### config.mk
export PLATFORM = sky130hd
export DESIGN_NAME = load_cell_adc_reader_with_tare
export DESIGN_NICKNAME = d
export VERILOG_FILES = /design/src/rtl/lcar_pkg.sv /design/src/rtl/lcar_div.sv /design/src/rtl/load_cell_adc_reader_with_tare.sv
export SDC_FILE = /design/constraint.sdc
export NUM_CORES = 1
export LEC_CHECK = 0
export ABC_AREA = 1
export BUFFER_PORTS_ARGS = -buffer_cell sky130_fd_sc_hd__buf_2
export CORE_UTILIZATION = 60
export CTS_BUF_LIST = sky130_fd_sc_hd__clkbuf_16
export DETAILED_ROUTE_END_ITERATION = 7
export PLACE_DENSITY_LB_ADDON = 0.3
export RECOVER_POWER = 50
export SKIP_CTS_REPAIR_TIMING = 1
export SYNTH_ARGS = -nofsm -noshare
export SYNTH_HDL_FRONTEND = slang
export SYNTH_SLANG_ARGS = --single-unit
### constraint.sdc
create_clock -name clk -period 5 [get_ports clk]
set_input_delay 0.5 -clock clk [delete_from_list [all_inputs] [get_ports clk]]
set_output_delay 0.5 -clock clk [all_outputs]
set_load 0.01 [all_outputs]
### src/rtl/lcar_pkg.sv
`timescale 1ns / 1ps
// ----------------------------------------------------------------------------
// lcar_pkg: shared types and constants of the load-cell converter reader
// Stream layouts, register indexes, action codes and the sequencer states.
// ----------------------------------------------------------------------------
package lcar_pkg;

  // stream widths, padded to whole bytes
  localparam int IN_TDATA_W  = 8;
  localparam int OUT_TDATA_W = 56;

  // field widths
  localparam int ACTION_W  = 2;
  localparam int COEF_W    = 24;
  localparam int TARE_N_W  = 8;
  localparam int RAW_W     = 24;
  localparam int WEIGHT_W  = 25;
  localparam int SUM_W     = 32;
  localparam int CFG_IDX_W = 1;

  // input transaction layout
  localparam int IN_ACTION_LSB = 0;
  localparam int IN_DATA_BIT   = 2;

  // result transaction layout
  localparam int OUT_CLK_BIT    = 0;
  localparam int OUT_DONE_BIT   = 1;
  localparam int OUT_TARE_BIT   = 2;
  localparam int OUT_RAW_LSB    = 3;
  localparam int OUT_WEIGHT_LSB = 27;
  localparam int OUT_BUSY_BIT   = 52;

  localparam logic [COEF_W-1:0]   COEF_RESET   = 24'd27978;
  localparam logic [TARE_N_W-1:0] TARE_N_RESET = 8'd5;
  localparam logic [RAW_W-1:0]    WEIGHT_MAX   = 24'hFFFFFF;

  // register indexes
  localparam logic [CFG_IDX_W-1:0] REG_SCALE_COEF   = 1'b0;
  localparam logic [CFG_IDX_W-1:0] REG_TARE_READING = 1'b1;

  // action codes
  localparam logic [ACTION_W-1:0] ACT_TICK  = 2'd0;
  localparam logic [ACTION_W-1:0] ACT_WEIGH = 2'd1;
  localparam logic [ACTION_W-1:0] ACT_TARE  = 2'd2;

  typedef enum logic [5:0] {
    PH_IDLE  = 6'b000001,
    PH_WAIT  = 6'b000010,
    PH_HIGH  = 6'b000100,
    PH_LOW   = 6'b001000,
    PH_XHIGH = 6'b010000,
    PH_XLOW  = 6'b100000
  } phase_t;

  typedef struct packed {
    logic busy;
    logic done;
  } div_stat_t;

endpackage

### src/rtl/lcar_div.sv
`timescale 1ns / 1ps
// ----------------------------------------------------------------------------
// lcar_div: bit-serial restoring divider
// One quotient bit per cycle, most significant first.
// ----------------------------------------------------------------------------
module lcar_div #(
  parameter int DW = 32,
  parameter int VW = 24
) (
  input  logic               clk,
  input  logic               rst_n,
  input  logic               start,
  input  logic [DW-1:0]      dividend,
  input  logic [VW-1:0]      divisor,
  output lcar_pkg::div_stat_t stat,
  output logic [DW-1:0]      quotient
);
  import lcar_pkg::*;

  localparam int CNT_W = $clog2(DW);

  logic [VW-1:0]    rem_r, rem_nxt;
  logic [DW-1:0]    quo_r, quo_nxt;
  logic [VW-1:0]    div_r;
  logic [CNT_W-1:0] cnt_r;
  logic             busy_r, done_r;
  logic [VW:0]      trial;
  logic [VW:0]      diff;
  logic             ge;

  // shift the next dividend bit into the partial remainder and try a subtract
  always_comb begin
    trial   = {rem_r, quo_r[DW-1]};
    diff    = trial - {1'b0, div_r};
    ge      = (trial >= {1'b0, div_r});
    rem_nxt = ge ? diff[VW-1:0] : trial[VW-1:0];
    quo_nxt = {quo_r[DW-2:0], ge};
  end

  always_ff @(posedge clk) begin
    if (!rst_n) begin
      busy_r <= 1'b0;
      done_r <= 1'b0;
      cnt_r  <= '0;
    end else begin
      done_r <= 1'b0;
      if (start) begin
        busy_r <= 1'b1;
        cnt_r  <= CNT_W'(DW - 1);
      end else if (busy_r) begin
        cnt_r <= cnt_r - 1'b1;
        if (cnt_r == '0) begin
          busy_r <= 1'b0;
          done_r <= 1'b1;
        end
      end
    end
  end

  always_ff @(posedge clk) begin
    if (start) begin
      rem_r <= '0;
      quo_r <= dividend;
      div_r <= divisor;
    end else if (busy_r) begin
      rem_r <= rem_nxt;
      quo_r <= quo_nxt;
    end
  end

  assign stat.busy = busy_r;
  assign stat.done = done_r;
  assign quotient  = quo_r;

endmodule

### src/rtl/load_cell_adc_reader_with_tare.sv
`timescale 1ns / 1ps
// ----------------------------------------------------------------------------
// load_cell_adc_reader_with_tare: two-wire load-cell converter reader
// Clocks a conversion in bit by bit, keeps a tare offset and scales weights.
// ----------------------------------------------------------------------------
// a tick's result is registered at the edge that accepts it, unless it starts a divide
// a finishing tare, or a weighing off the tare offset, runs the bit-serial divider of
//   width DIV_W = max(SAMPLE_BITS+8, 32); its result is registered on divider done
// throughput: one tick per cycle while no divide runs or ends; a waiting result does
// not block the next tick while it is taken the same cycle
// reset (rst_n low, synchronous) returns to idle with zero offset and default registers
module load_cell_adc_reader_with_tare #(
  parameter int SAMPLE_BITS = 24
) (
  input  logic                               clk,
  input  logic                               rst_n,
  // config write port
  input  logic                               cfg_we,
  input  logic [lcar_pkg::CFG_IDX_W-1:0]     cfg_index,
  input  logic [lcar_pkg::COEF_W-1:0]        cfg_wdata,
  // ticks in
  input  logic                               in_tvalid,
  output logic                               in_tready,
  input  logic [lcar_pkg::IN_TDATA_W-1:0]    in_tdata,   // action[1:0], data_line[2]
  // results out
  output logic                               out_tvalid,
  input  logic                               out_tready,
  // clock_line[0], done_res[1], done_was_tare[2], raw_reading[26:3],
  // weight[51:27], busy_res[52]
  output logic [lcar_pkg::OUT_TDATA_W-1:0]   out_tdata
);
  import lcar_pkg::*;

  localparam int SB    = SAMPLE_BITS;
  localparam int CNT_W = $clog2(SB + 1);
  localparam int DIV_W = (SB + 8 > SUM_W) ? SB + 8 : SUM_W;
  localparam logic [SB-1:0] TOP_BIT = {1'b1, {(SB-1){1'b0}}};

  logic [COEF_W-1:0]   coef_r;
  logic [TARE_N_W-1:0] tare_n_r;

  phase_t              phase_r, phase_nxt;
  logic [CNT_W-1:0]    cnt_r, cnt_nxt, cnt_inc;
  logic [SB-1:0]       shift_r, shift_nxt;
  logic                tare_mode_r, tare_mode_nxt;
  logic [SUM_W-1:0]    sum_r, sum_nxt;
  logic [TARE_N_W-1:0] tcnt_r, tcnt_nxt;
  logic [SB-1:0]       offset_r, offset_nxt;
  logic [SB-1:0]       last_raw_r, last_raw_nxt;
  logic                neg_r, neg_nxt;
  logic                out_valid_r, out_valid_nxt;
  logic [OUT_TDATA_W-1:0] out_data_r, out_data_nxt;

  logic [ACTION_W-1:0] action;
  logic                data_line;
  logic                in_acc;
  logic [SB-1:0]       raw_w;
  logic                raw_neg;
  logic [SB-1:0]       mag;
  logic [TARE_N_W-1:0] n_eff;

  logic                res_load, res_clk, res_done;
  logic                div_start;
  logic [DIV_W-1:0]    div_dividend;
  logic [COEF_W-1:0]   div_divisor;
  div_stat_t           div_stat;
  logic [DIV_W-1:0]    div_q;
  logic [RAW_W-1:0]    w_mag;
  logic [WEIGHT_W-1:0] w_signed;

  assign action    = in_tdata[IN_ACTION_LSB +: ACTION_W];
  assign data_line = in_tdata[IN_DATA_BIT];
  assign in_tready = !div_stat.busy && !div_stat.done && (!out_valid_r || out_tready);
  assign in_acc    = in_tvalid && in_tready;

  assign raw_w   = shift_r ^ TOP_BIT;
  assign raw_neg = (raw_w < offset_r);
  assign mag     = raw_neg ? (offset_r - raw_w) : (raw_w - offset_r);
  assign n_eff   = (tare_n_r == '0) ? TARE_N_W'(1) : tare_n_r;
  assign cnt_inc = cnt_r + 1'b1;

  // quotient saturation and sign for a weighing
  assign w_mag    = (|div_q[DIV_W-1:RAW_W]) ? WEIGHT_MAX : div_q[RAW_W-1:0];
  assign w_signed = neg_r ? (WEIGHT_W'(0) - {1'b0, w_mag}) : {1'b0, w_mag};

  lcar_div #(
    .DW(DIV_W),
    .VW(COEF_W)
  ) u_div (
    .clk      (clk),
    .rst_n    (rst_n),
    .start    (div_start),
    .dividend (div_dividend),
    .divisor  (div_divisor),
    .stat     (div_stat),
    .quotient (div_q)
  );

  always_comb begin
    phase_nxt     = phase_r;
    cnt_nxt       = cnt_r;
    shift_nxt     = shift_r;
    tare_mode_nxt = tare_mode_r;
    sum_nxt       = sum_r;
    tcnt_nxt      = tcnt_r;
    offset_nxt    = offset_r;
    last_raw_nxt  = last_raw_r;
    neg_nxt       = neg_r;
    res_load      = 1'b0;
    res_clk       = 1'b0;
    res_done      = 1'b0;
    div_start     = 1'b0;
    div_dividend  = DIV_W'({mag, 8'h00});
    div_divisor   = coef_r;

    if (in_acc) begin
      res_load = 1'b1;
      case (phase_r)
        PH_IDLE: begin
          if (action == ACT_WEIGH || action == ACT_TARE) begin
            tare_mode_nxt = (action == ACT_TARE);
            sum_nxt       = '0;
            tcnt_nxt      = '0;
            cnt_nxt       = '0;
            shift_nxt     = '0;
            phase_nxt     = PH_WAIT;
          end
        end
        PH_WAIT: begin
          if (!data_line) begin
            cnt_nxt   = '0;
            shift_nxt = '0;
            phase_nxt = PH_HIGH;
          end
        end
        PH_HIGH: begin
          res_clk   = 1'b1;
          phase_nxt = PH_LOW;
        end
        PH_LOW: begin
          shift_nxt = {shift_r[SB-2:0], data_line};
          cnt_nxt   = cnt_inc;
          phase_nxt = (cnt_inc == CNT_W'(SB)) ? PH_XHIGH : PH_HIGH;
        end
        PH_XHIGH: begin
          res_clk   = 1'b1;
          phase_nxt = PH_XLOW;
        end
        PH_XLOW: begin
          last_raw_nxt = raw_w;
          if (tare_mode_r) begin
            sum_nxt  = sum_r + SUM_W'(raw_w);
            tcnt_nxt = tcnt_r + 1'b1;
            if (tcnt_nxt >= n_eff) begin
              // mean of the tare sum goes through the divider
              div_start    = 1'b1;
              res_load     = 1'b0;
              div_dividend = DIV_W'(sum_nxt);
              div_divisor  = COEF_W'(n_eff);
            end else begin
              phase_nxt = PH_WAIT;
            end
          end else if (mag == '0) begin
            res_done  = 1'b1;
            phase_nxt = PH_IDLE;
          end else begin
            div_start = 1'b1;
            res_load  = 1'b0;
            neg_nxt   = raw_neg;
          end
        end
        default: begin
          phase_nxt = PH_IDLE;
        end
      endcase
    end

    if (div_stat.done) begin
      phase_nxt = PH_IDLE;
      if (tare_mode_r) begin
        offset_nxt = div_q[SB-1:0];
      end
    end
  end

  // output register: loaded by an immediate tick result or by a finished divide
  always_comb begin
    out_valid_nxt = out_valid_r;
    out_data_nxt  = out_data_r;
    if (out_valid_r && out_tready) begin
      out_valid_nxt = 1'b0;
    end
    if (in_acc && res_load) begin
      out_valid_nxt = 1'b1;
      out_data_nxt  = '0;
      out_data_nxt[OUT_CLK_BIT]  = res_clk;
      out_data_nxt[OUT_DONE_BIT] = res_done;
      out_data_nxt[OUT_RAW_LSB +: RAW_W] = RAW_W'(last_raw_nxt);
      out_data_nxt[OUT_BUSY_BIT] = (phase_nxt != PH_IDLE);
    end else if (div_stat.done) begin
      out_valid_nxt = 1'b1;
      out_data_nxt  = '0;
      out_data_nxt[OUT_DONE_BIT] = 1'b1;
      out_data_nxt[OUT_TARE_BIT] = tare_mode_r;
      out_data_nxt[OUT_RAW_LSB +: RAW_W] = RAW_W'(last_raw_r);
      out_data_nxt[OUT_WEIGHT_LSB +: WEIGHT_W] = tare_mode_r ? '0 : w_signed;
    end
  end

  always_ff @(posedge clk) begin
    if (!rst_n) begin
      coef_r   <= COEF_RESET;
      tare_n_r <= TARE_N_RESET;
    end else if (cfg_we) begin
      case (cfg_index)
        REG_SCALE_COEF:   coef_r   <= cfg_wdata;
        REG_TARE_READING: tare_n_r <= cfg_wdata[TARE_N_W-1:0];
        default: begin
        end
      endcase
    end
  end

  always_ff @(posedge clk) begin
    if (!rst_n) begin
      phase_r     <= PH_IDLE;
      cnt_r       <= '0;
      shift_r     <= '0;
      tare_mode_r <= 1'b0;
      sum_r       <= '0;
      tcnt_r      <= '0;
      offset_r    <= '0;
      last_raw_r  <= '0;
      neg_r       <= 1'b0;
      out_valid_r <= 1'b0;
    end else begin
      phase_r     <= phase_nxt;
      cnt_r       <= cnt_nxt;
      shift_r     <= shift_nxt;
      tare_mode_r <= tare_mode_nxt;
      sum_r       <= sum_nxt;
      tcnt_r      <= tcnt_nxt;
      offset_r    <= offset_nxt;
      last_raw_r  <= last_raw_nxt;
      neg_r       <= neg_nxt;
      out_valid_r <= out_valid_nxt;
    end
  end

  always_ff @(posedge clk) begin
    out_data_r <= out_data_nxt;
  end

  assign out_tvalid = out_valid_r;
  assign out_tdata  = out_data_r;

endmodule

# Word level (Yosys, flattened, before mapping)

Index checks and enable logic that the tools add are counted.

Register bits after elaboration: 298
Bits in latches: 0
Bits in writable memories: 0
ROM bits: 0
Input port bits: 38
Output and inout port bits: 58
Logic and storage cells: 143
Memories: 0

$add $sub $neg: 8
Multiply operators: 0
Divide/modulo/power cells: 0
Order comparisons: 3
Eq/ne operators: 13
Shift-type cells: 0
Muxes and demuxes: 65
Bitwise gates (word level): 6
Reduce and logical (&&, ||, !) cells: 28

Operator list:

| kind                    | number |
|---|---|
| $mux W24                | 11 |
| $mux W32                | 8 |
| $mux W53                | 2 |
| $pmux W24 S3            | 1 |
| $sub A24 B24 Y24        | 3 |
| $pmux W32 S2            | 1 |
| $mux W25                | 2 |
| $mux W6                 | 7 |
| $pmux W6 S6             | 1 |
| $add A32 B24 Y32        | 1 |
| $ge A25 B24 Y1          | 1 |
| $mux W5                 | 5 |
| $sub A1 B24 Y25 const A | 1 |
| $logic_not A24 Y1       | 1 |
| $lt A24 B24 Y1          | 1 |
| $mux W8                 | 3 |
| $mux W1                 | 22 |
| $pmux W8 S2             | 1 |
| $pmux W5 S3             | 1 |
| $reduce_and A4 Y1       | 3 |
| $add A8 B1 Y8 const B   | 1 |
| $ge A8 B8 Y1            | 1 |
| $logic_not A8 Y1        | 1 |
| $reduce_or A8 Y1        | 1 |
| other kinds (24)        | 43 |

# Depth between registers and ports, before layout

Depth after elaboration: 11
Gate-level depth with buffers: 26
Mapped depth without buffers: 25

# Hierarchy

Synthesis repeated with hierarchy kept, for this count alone.

Cells, all modules: 2955
Area total of the unflattened synthesis: 19959.1 sq um

Modules (own cells, without submodules):

| module                         | instances | cells each | area an instance (sq um) | sequential area each (sq um) |
|---|---|---|---|---|
| load_cell_adc_reader_with_tare | 1         | 2173       | 14460.1                  | 4494.3 |
| lcar_div                       | 1         | 782        | 5499.0                   | 2302.2 |

# Worst setup path after synthesis

Ideal clock, no wire load.

Kind: reg2reg
Start: reg shift_r[0]
End: reg u_div.div_r[0] (enable)
Setup time: 0.435 ns
Arrival: 3.942 ns
Required time: 4.565 ns
Slack: 0.623 ns
Stages on the path, launching flop included: 21
Buffers on the path: 2
Clock period less this slack: 4.377 ns
Path through: dfxtp_1 -> inv_1 -> ha_1 -> fa_1 -> inv_1 -> nand3_1 -> nand2_2 -> nand2_1 -> nand2_2 -> nand2_1 -> nand3_2 -> buf_6 -> buf_4 -> nand2_1 -> nand3b_1 -> nand2_1 -> inv_1 -> nor3_1 -> nand3_1 -> nor3_1 -> nor3_1

Longest elaborated chain between the ends: 7
Elaborated cells on any way between the ends: 9
Those cells by class: add/sub: 2; order compare: 1; mux: 5; reduce/logical: 1

RTL lines:

| item                                               | line                                                                       | source |
|---|---|---|
| from (decl)                                        | load_cell_adc_reader_with_tare.sv:44                                       | `logic [SB-1:0] shift_r, shift_nxt;` |
| from (signal assigned)                             | load_cell_adc_reader_with_tare.sv:239                                      | `shift_r <= shift_nxt;` |
| $sub A24 B24 Y24 or $lt A24 B24 Y1 (tied branches) | load_cell_adc_reader_with_tare.sv:78, load_cell_adc_reader_with_tare.sv:77 |  |
| $mux W24 (*)                                       | load_cell_adc_reader_with_tare.sv:78                                       | `assign mag = raw_neg ? (offset_r - raw_w) : (raw_w - offset_r);` |
| $logic_not A24 Y1 (*)                              | load_cell_adc_reader_with_tare.sv:163                                      | `end else if (mag == '0) begin` |
| $mux W1 (*)                                        | load_cell_adc_reader_with_tare.sv:163                                      |  |
| $mux W1 (*)                                        | load_cell_adc_reader_with_tare.sv:151                                      | `if (tare_mode_r) begin` |
| $mux W1 (*)                                        | load_cell_adc_reader_with_tare.sv:118                                      | `case (phase_r)` |
| $mux W1 (*)                                        | load_cell_adc_reader_with_tare.sv:116                                      | `if (in_acc) begin` |
| net div_start                                      | load_cell_adc_reader_with_tare.sv:63                                       | `logic div_start;` |
| to (signal assigned)                               | lcar_div.sv:64                                                             | `div_r <= divisor;` |
| to (decl)                                          | lcar_div.sv:24                                                             | `logic [VW-1:0] div_r;` |

Mark *: on every way through the listed nets, which the timed path passes. The rest lies on a longest branch.
A chain may end at the register's enable or synchronous reset.

# Worst setup path after layout

Start: reg shift_r[1]
End: reg u_div.quo_r[16] (netlist: u_div.quotient[16]), data pin

Longest elaborated chain between the ends: 8
Elaborated cells on any way between the ends: 15
Those cells by class: add/sub: 3; order compare: 1; mux: 10; reduce/logical: 1

RTL lines:

| item                                               | line                                                                       | source |
|---|---|---|
| $sub A24 B24 Y24 or $lt A24 B24 Y1 (tied branches) | load_cell_adc_reader_with_tare.sv:78, load_cell_adc_reader_with_tare.sv:77 |  |
| $mux W24                                           | load_cell_adc_reader_with_tare.sv:78                                       |  |
| $logic_not A24 Y1                                  | load_cell_adc_reader_with_tare.sv:163                                      |  |
| $mux W1                                            | load_cell_adc_reader_with_tare.sv:163                                      |  |
| $mux W1                                            | load_cell_adc_reader_with_tare.sv:151                                      |  |
| $mux W1                                            | load_cell_adc_reader_with_tare.sv:118                                      |  |
| $mux W1                                            | load_cell_adc_reader_with_tare.sv:116                                      |  |
| $mux W32 (*)                                       | lcar_div.sv:61                                                             | `if (start) begin` |
| to (signal assigned)                               | lcar_div.sv:63                                                             | `quo_r <= dividend;` |
| to (signal assigned)                               | lcar_div.sv:67                                                             | `quo_r <= quo_nxt;` |
| to (decl)                                          | lcar_div.sv:23                                                             | `logic [DW-1:0] quo_r, quo_nxt;` |

Every way passes the cells marked *; elsewhere a longest branch is shown, timed or not.

==> impl_metrics.env <==
export IMPL_outcome="complete, but fails checks"
export IMPL_failed_checks="capacitance limit, slew limit"
export IMPL_place_ws_ns=0.692
export IMPL_cap_violations=3
export IMPL_slew_headroom_pct=-107
export IMPL_slowest_stage="dfxtp_1"
export IMPL_critPathLaunch="shift_r[1]$_SDFFE_PN0P_"
export IMPL_drt_iter0_markers=2145
export IMPL_crit_fanout=21
export IMPL_drc=0
export IMPL_timing_final_ws_setup_ns=0.532
export IMPL_cts_sinks=298
export IMPL_chipHeight_microns=180
export IMPL_p_leak_nw=9.66
export IMPL_yosysTopAreaCell="dfxtp_1"
export IMPL_total_power_w=0.00695
export IMPL_worstRegToRegCells=20
export IMPL_ys_seq_area_share_pct=35.7
export IMPL_antenna_found_initial=2
export IMPL_syn_cell_area_sq_um=19000
export IMPL_critical_path_class="reg2reg"
export IMPL_critPathRequiredTime_ns=5.29
export IMPL_crit_end="u_div.quotient[16]$_DFFE_PP_"
export IMPL_syn_inst=2734
export IMPL_fin_setup_tns_ns=0
export IMPL_r2r_setup_slack_ns=0.53
export IMPL_clk_pin_slew_ns=0.06
export IMPL_vias=18400
export IMPL_layout_drive_gt1_share_pct=5.67
export IMPL_crit_chain="inv_1 -> fa_1 -> inv_1 -> nand3_1 -> nand2_2 -> nand2_1 -> nand2_2 -> nand2_1 -> nand3_2 -> inv_2 -> nand2_1 -> nand3_1 -> nor2_1 -> nand3_1 -> nor2_1 -> nand3_2 -> nand3_4 -> buf_4 -> a21oi_1 -> a21o_1"
export IMPL_core_area_sq_um=30900
export IMPL_crit_cells=20
export IMPL_boundaryPins=96
export IMPL_antenna_cells=0
export IMPL_synth_seq_cells=298
export IMPL_numCtsBuffers=35
export IMPL_cts_tree="built"
export IMPL_die_w_microns=180
export IMPL_end_kind="flip-flop"
export IMPL_period_needed_ns=4.47
export IMPL_synth_area_per_cell_sq_um=6.96
export IMPL_synth_top_area_share_pct=22.6
export IMPL_grt_pass1_vias=16800
export IMPL_synth_edf_count=83
export IMPL_drv_slew=164
export IMPL_ir_drop_mv=0.267
export IMPL_r2r_end="u_div.quotient[16]$_DFFE_PP_"
export IMPL_gp_congestion=1.02
export IMPL_rsz0062_at_grt="no"
export IMPL_wl_per_cell_microns=17.8
export IMPL_p_per_area_nw_per_um2=336
export IMPL_finalHoldViolCount=0
export IMPL_die_area_sq_um=32400
export IMPL_portBuffers=87
export IMPL_cpPeakStageDelay_ns=0.51
export IMPL_grt_pass1_wl_mm=89.3
export IMPL_synthFlopType="dfxtp_1"
export IMPL_initial_utilization_pct=61.6
export IMPL_clock_skew_ns=0.0204
export IMPL_clk_latency_ns=0.53
export IMPL_synth_area_leaders="dfxtp_1, nand2_1, edfxtp_1"
export IMPL_yosys_warnings=0
export IMPL_area_delta_synth_final_pct=8.47
export IMPL_setup_viol=0
export IMPL_async_reset_ff_share_pct=0
export IMPL_ys_types=55
export IMPL_routed_wl_mm=56.8
export IMPL_clock_path_buffers=3
export IMPL_vias_per_cell=5.76
export IMPL_crit_buf_inv=4
export IMPL_first_pass_iters=6
export IMPL_htreeDepth=2
export IMPL_start_kind="flip-flop"
export IMPL_postRouteAntennaNets=0
export IMPL_crit_reg2reg_launch="shift_r[1]$_SDFFE_PN0P_"
export IMPL_nets=2928
export IMPL_hpwl_mm=42.9
export IMPL_row_count=64
export IMPL_hp_class="in2reg"
export IMPL_cts_root_buf="clkbuf_16"
export IMPL_tightest_slew_ns=3.10
export IMPL_crit_arrival_ns=4.76
export IMPL_track_usage_pct=34.7
export IMPL_grt_start_max_net_pins=65
export IMPL_timing_fmax_ghz=0.224
export IMPL_gr_total_overflow=0
export IMPL_critPathTopFamily="simple AND/OR/NAND/NOR gates"
export IMPL_finalCritPeriodShare_pct=89.4
==> state kept, by name, summed over array words and instances (netlist names) <==
register	count
cnt_r	5
u_div.done_r	1
coef_r	24
tcnt_r	8
sum_r	32
u_div.rem_r	24
offset_r	24
u_div.quotient	32
tare_n_r	8
u_div.busy_r	1
u_div.cnt_r	5
u_div.div_r	24
out_tdata	53
phase_r	6
last_raw_r	24
out_tvalid	1
tare_mode_r	1
shift_r	24
neg_r	1
==> layout by cell type (no fill, tap or decap), types with 9 or more instances in the layout <==
cell / netlist / routed
dfxtp_1: 215 / 215
nor3_1: 31 / 29
o31ai_1: 15 / 15
o21ai_1: 44 / 44
xnor2_1: 30 / 30
o21ai_0: 172 / 172
o22ai_1: 11 / 11
edfxtp_1: 83 / 83
xor2_1: 55 / 55
a21oi_2: 12 / 12
a211oi_1: 28 / 28
buf_2: 17 / 32
nor2_1: 214 / 213
nor4_1: 14 / 14
nand4_1: 32 / 32
clkbuf_16: 0 / 36
ha_1: 109 / 109
buf_4: 4 / 18
inv_1: 372 / 385
nand3_1: 142 / 142
nand2_1: 710 / 710
a21oi_1: 228 / 228
inv_2: 13 / 12
clkbuf_1: 75 / 59
o21bai_1: 9 / 9
==> how the worst min path moves through the flow <==
stage | from | endpoint | cells past startpoint
5_1_grt | cfg_wdata[11] | coef_r[11]$_SDFFE_PN1P_ | 3
3_5_place_dp | coef_r[10]$_SDFFE_PN1P_ | coef_r[10]$_SDFFE_PN1P_ | 2
4_1_cts | cfg_wdata[13] | coef_r[13]$_SDFFE_PN1P_ | 3
3_3_place_gp | coef_r[6]$_SDFFE_PN1P_ | coef_r[6]$_SDFFE_PN1P_ | 2
2_1_floorplan | coef_r[10]$_SDFFE_PN1P_ | coef_r[10]$_SDFFE_PN1P_ | 2
6_report | cfg_wdata[13] | coef_r[13]$_SDFFE_PN1P_ | 3
==> cell usage after synthesis, types with 8 or more instances <==
cell	number
a22oi_2	8
nand2_1	710
o31ai_1	15
dfxtp_1	215
inv_1	372
o21ai_0	172
nor3_1	31
xor2_1	55
a21oi_1	228
edfxtp_1	83
xnor2_1	30
a21oi_2	12
nor2_1	214
a211oi_1	28
o22ai_1	11
inv_2	13
nand3_1	142
o21bai_1	9
nand4_1	32
clkbuf_1	75
o21a_1	8
ha_1	109
buf_2	17
nor4_1	14
o21ai_1	44
==> kinds of logic after synthesis <==
group	count (synthesis)	share of synthesized area (%)
other cells	1	0.0197
simple gates	1171	25.5
compound gates	572	17.0
xor+xnor	85	3.91
flops	298	35.7
fa+ha+maj	113	7.59
buf+inv	494	10.3
==> per-layer routing <==
metal  track usage [%]  share of wire (%)  vias to the layer above
li1                  -                  -                     9023
met1              50.1                 45                     8447
met2              48.9                 40                      846
met3              10.4                 12                      129
met4              11.6                3.3                        2
met5             0.148              0.033                        -
==> final cells by class <==
cell class              count  area, sq um
clock buffers              36          901
clock inverters            28          161
fillers                  2769        10300
inverters                 387         1460
multi-input cells        1944        10300
flip-flops and latches    298         6800
well taps                 396          495
repair buffers            111          527
==> report_power, final <==
part,internal (W),switching (W)
Combinational,0.000576,0.00137
Clock,0.00132,0.00104
Sequential,0.00256,0.0000813
Total,0.00445,0.00249
==> worst register-to-register path, stage by stage, from the launching register on <==
cell     delay (ns)
dfxtp_1        0.51
inv_1          0.18
fa_1           0.45
inv_1          0.18
nand3_1        0.11
nand2_2        0.15
nand2_1        0.09
nand2_2        0.11
nand2_1        0.08
nand3_2        0.29
inv_2          0.27
nand2_1        0.18
nand3_1        0.09
nor2_1         0.17
nand3_1        0.09
nor2_1         0.24
nand3_2        0.22
nand3_4        0.23
buf_4          0.31
a21oi_1        0.12
a21o_1         0.16
==> metrics by stage <==
step	cells	area (sq um)	util [%]	hold slack, ns
after detailed placement	3136	19700	63.6	0.443
after global placement	3136	19700	63.6	0.443
final	3200	20600	66.8	0.187
after floorplan	2736	19000	-	0.429
after global routing	3200	20600	66.8	0.198
after CTS	3200	20700	67.1	0.175
Note: power is estimated with default switching activity, not from simulation.
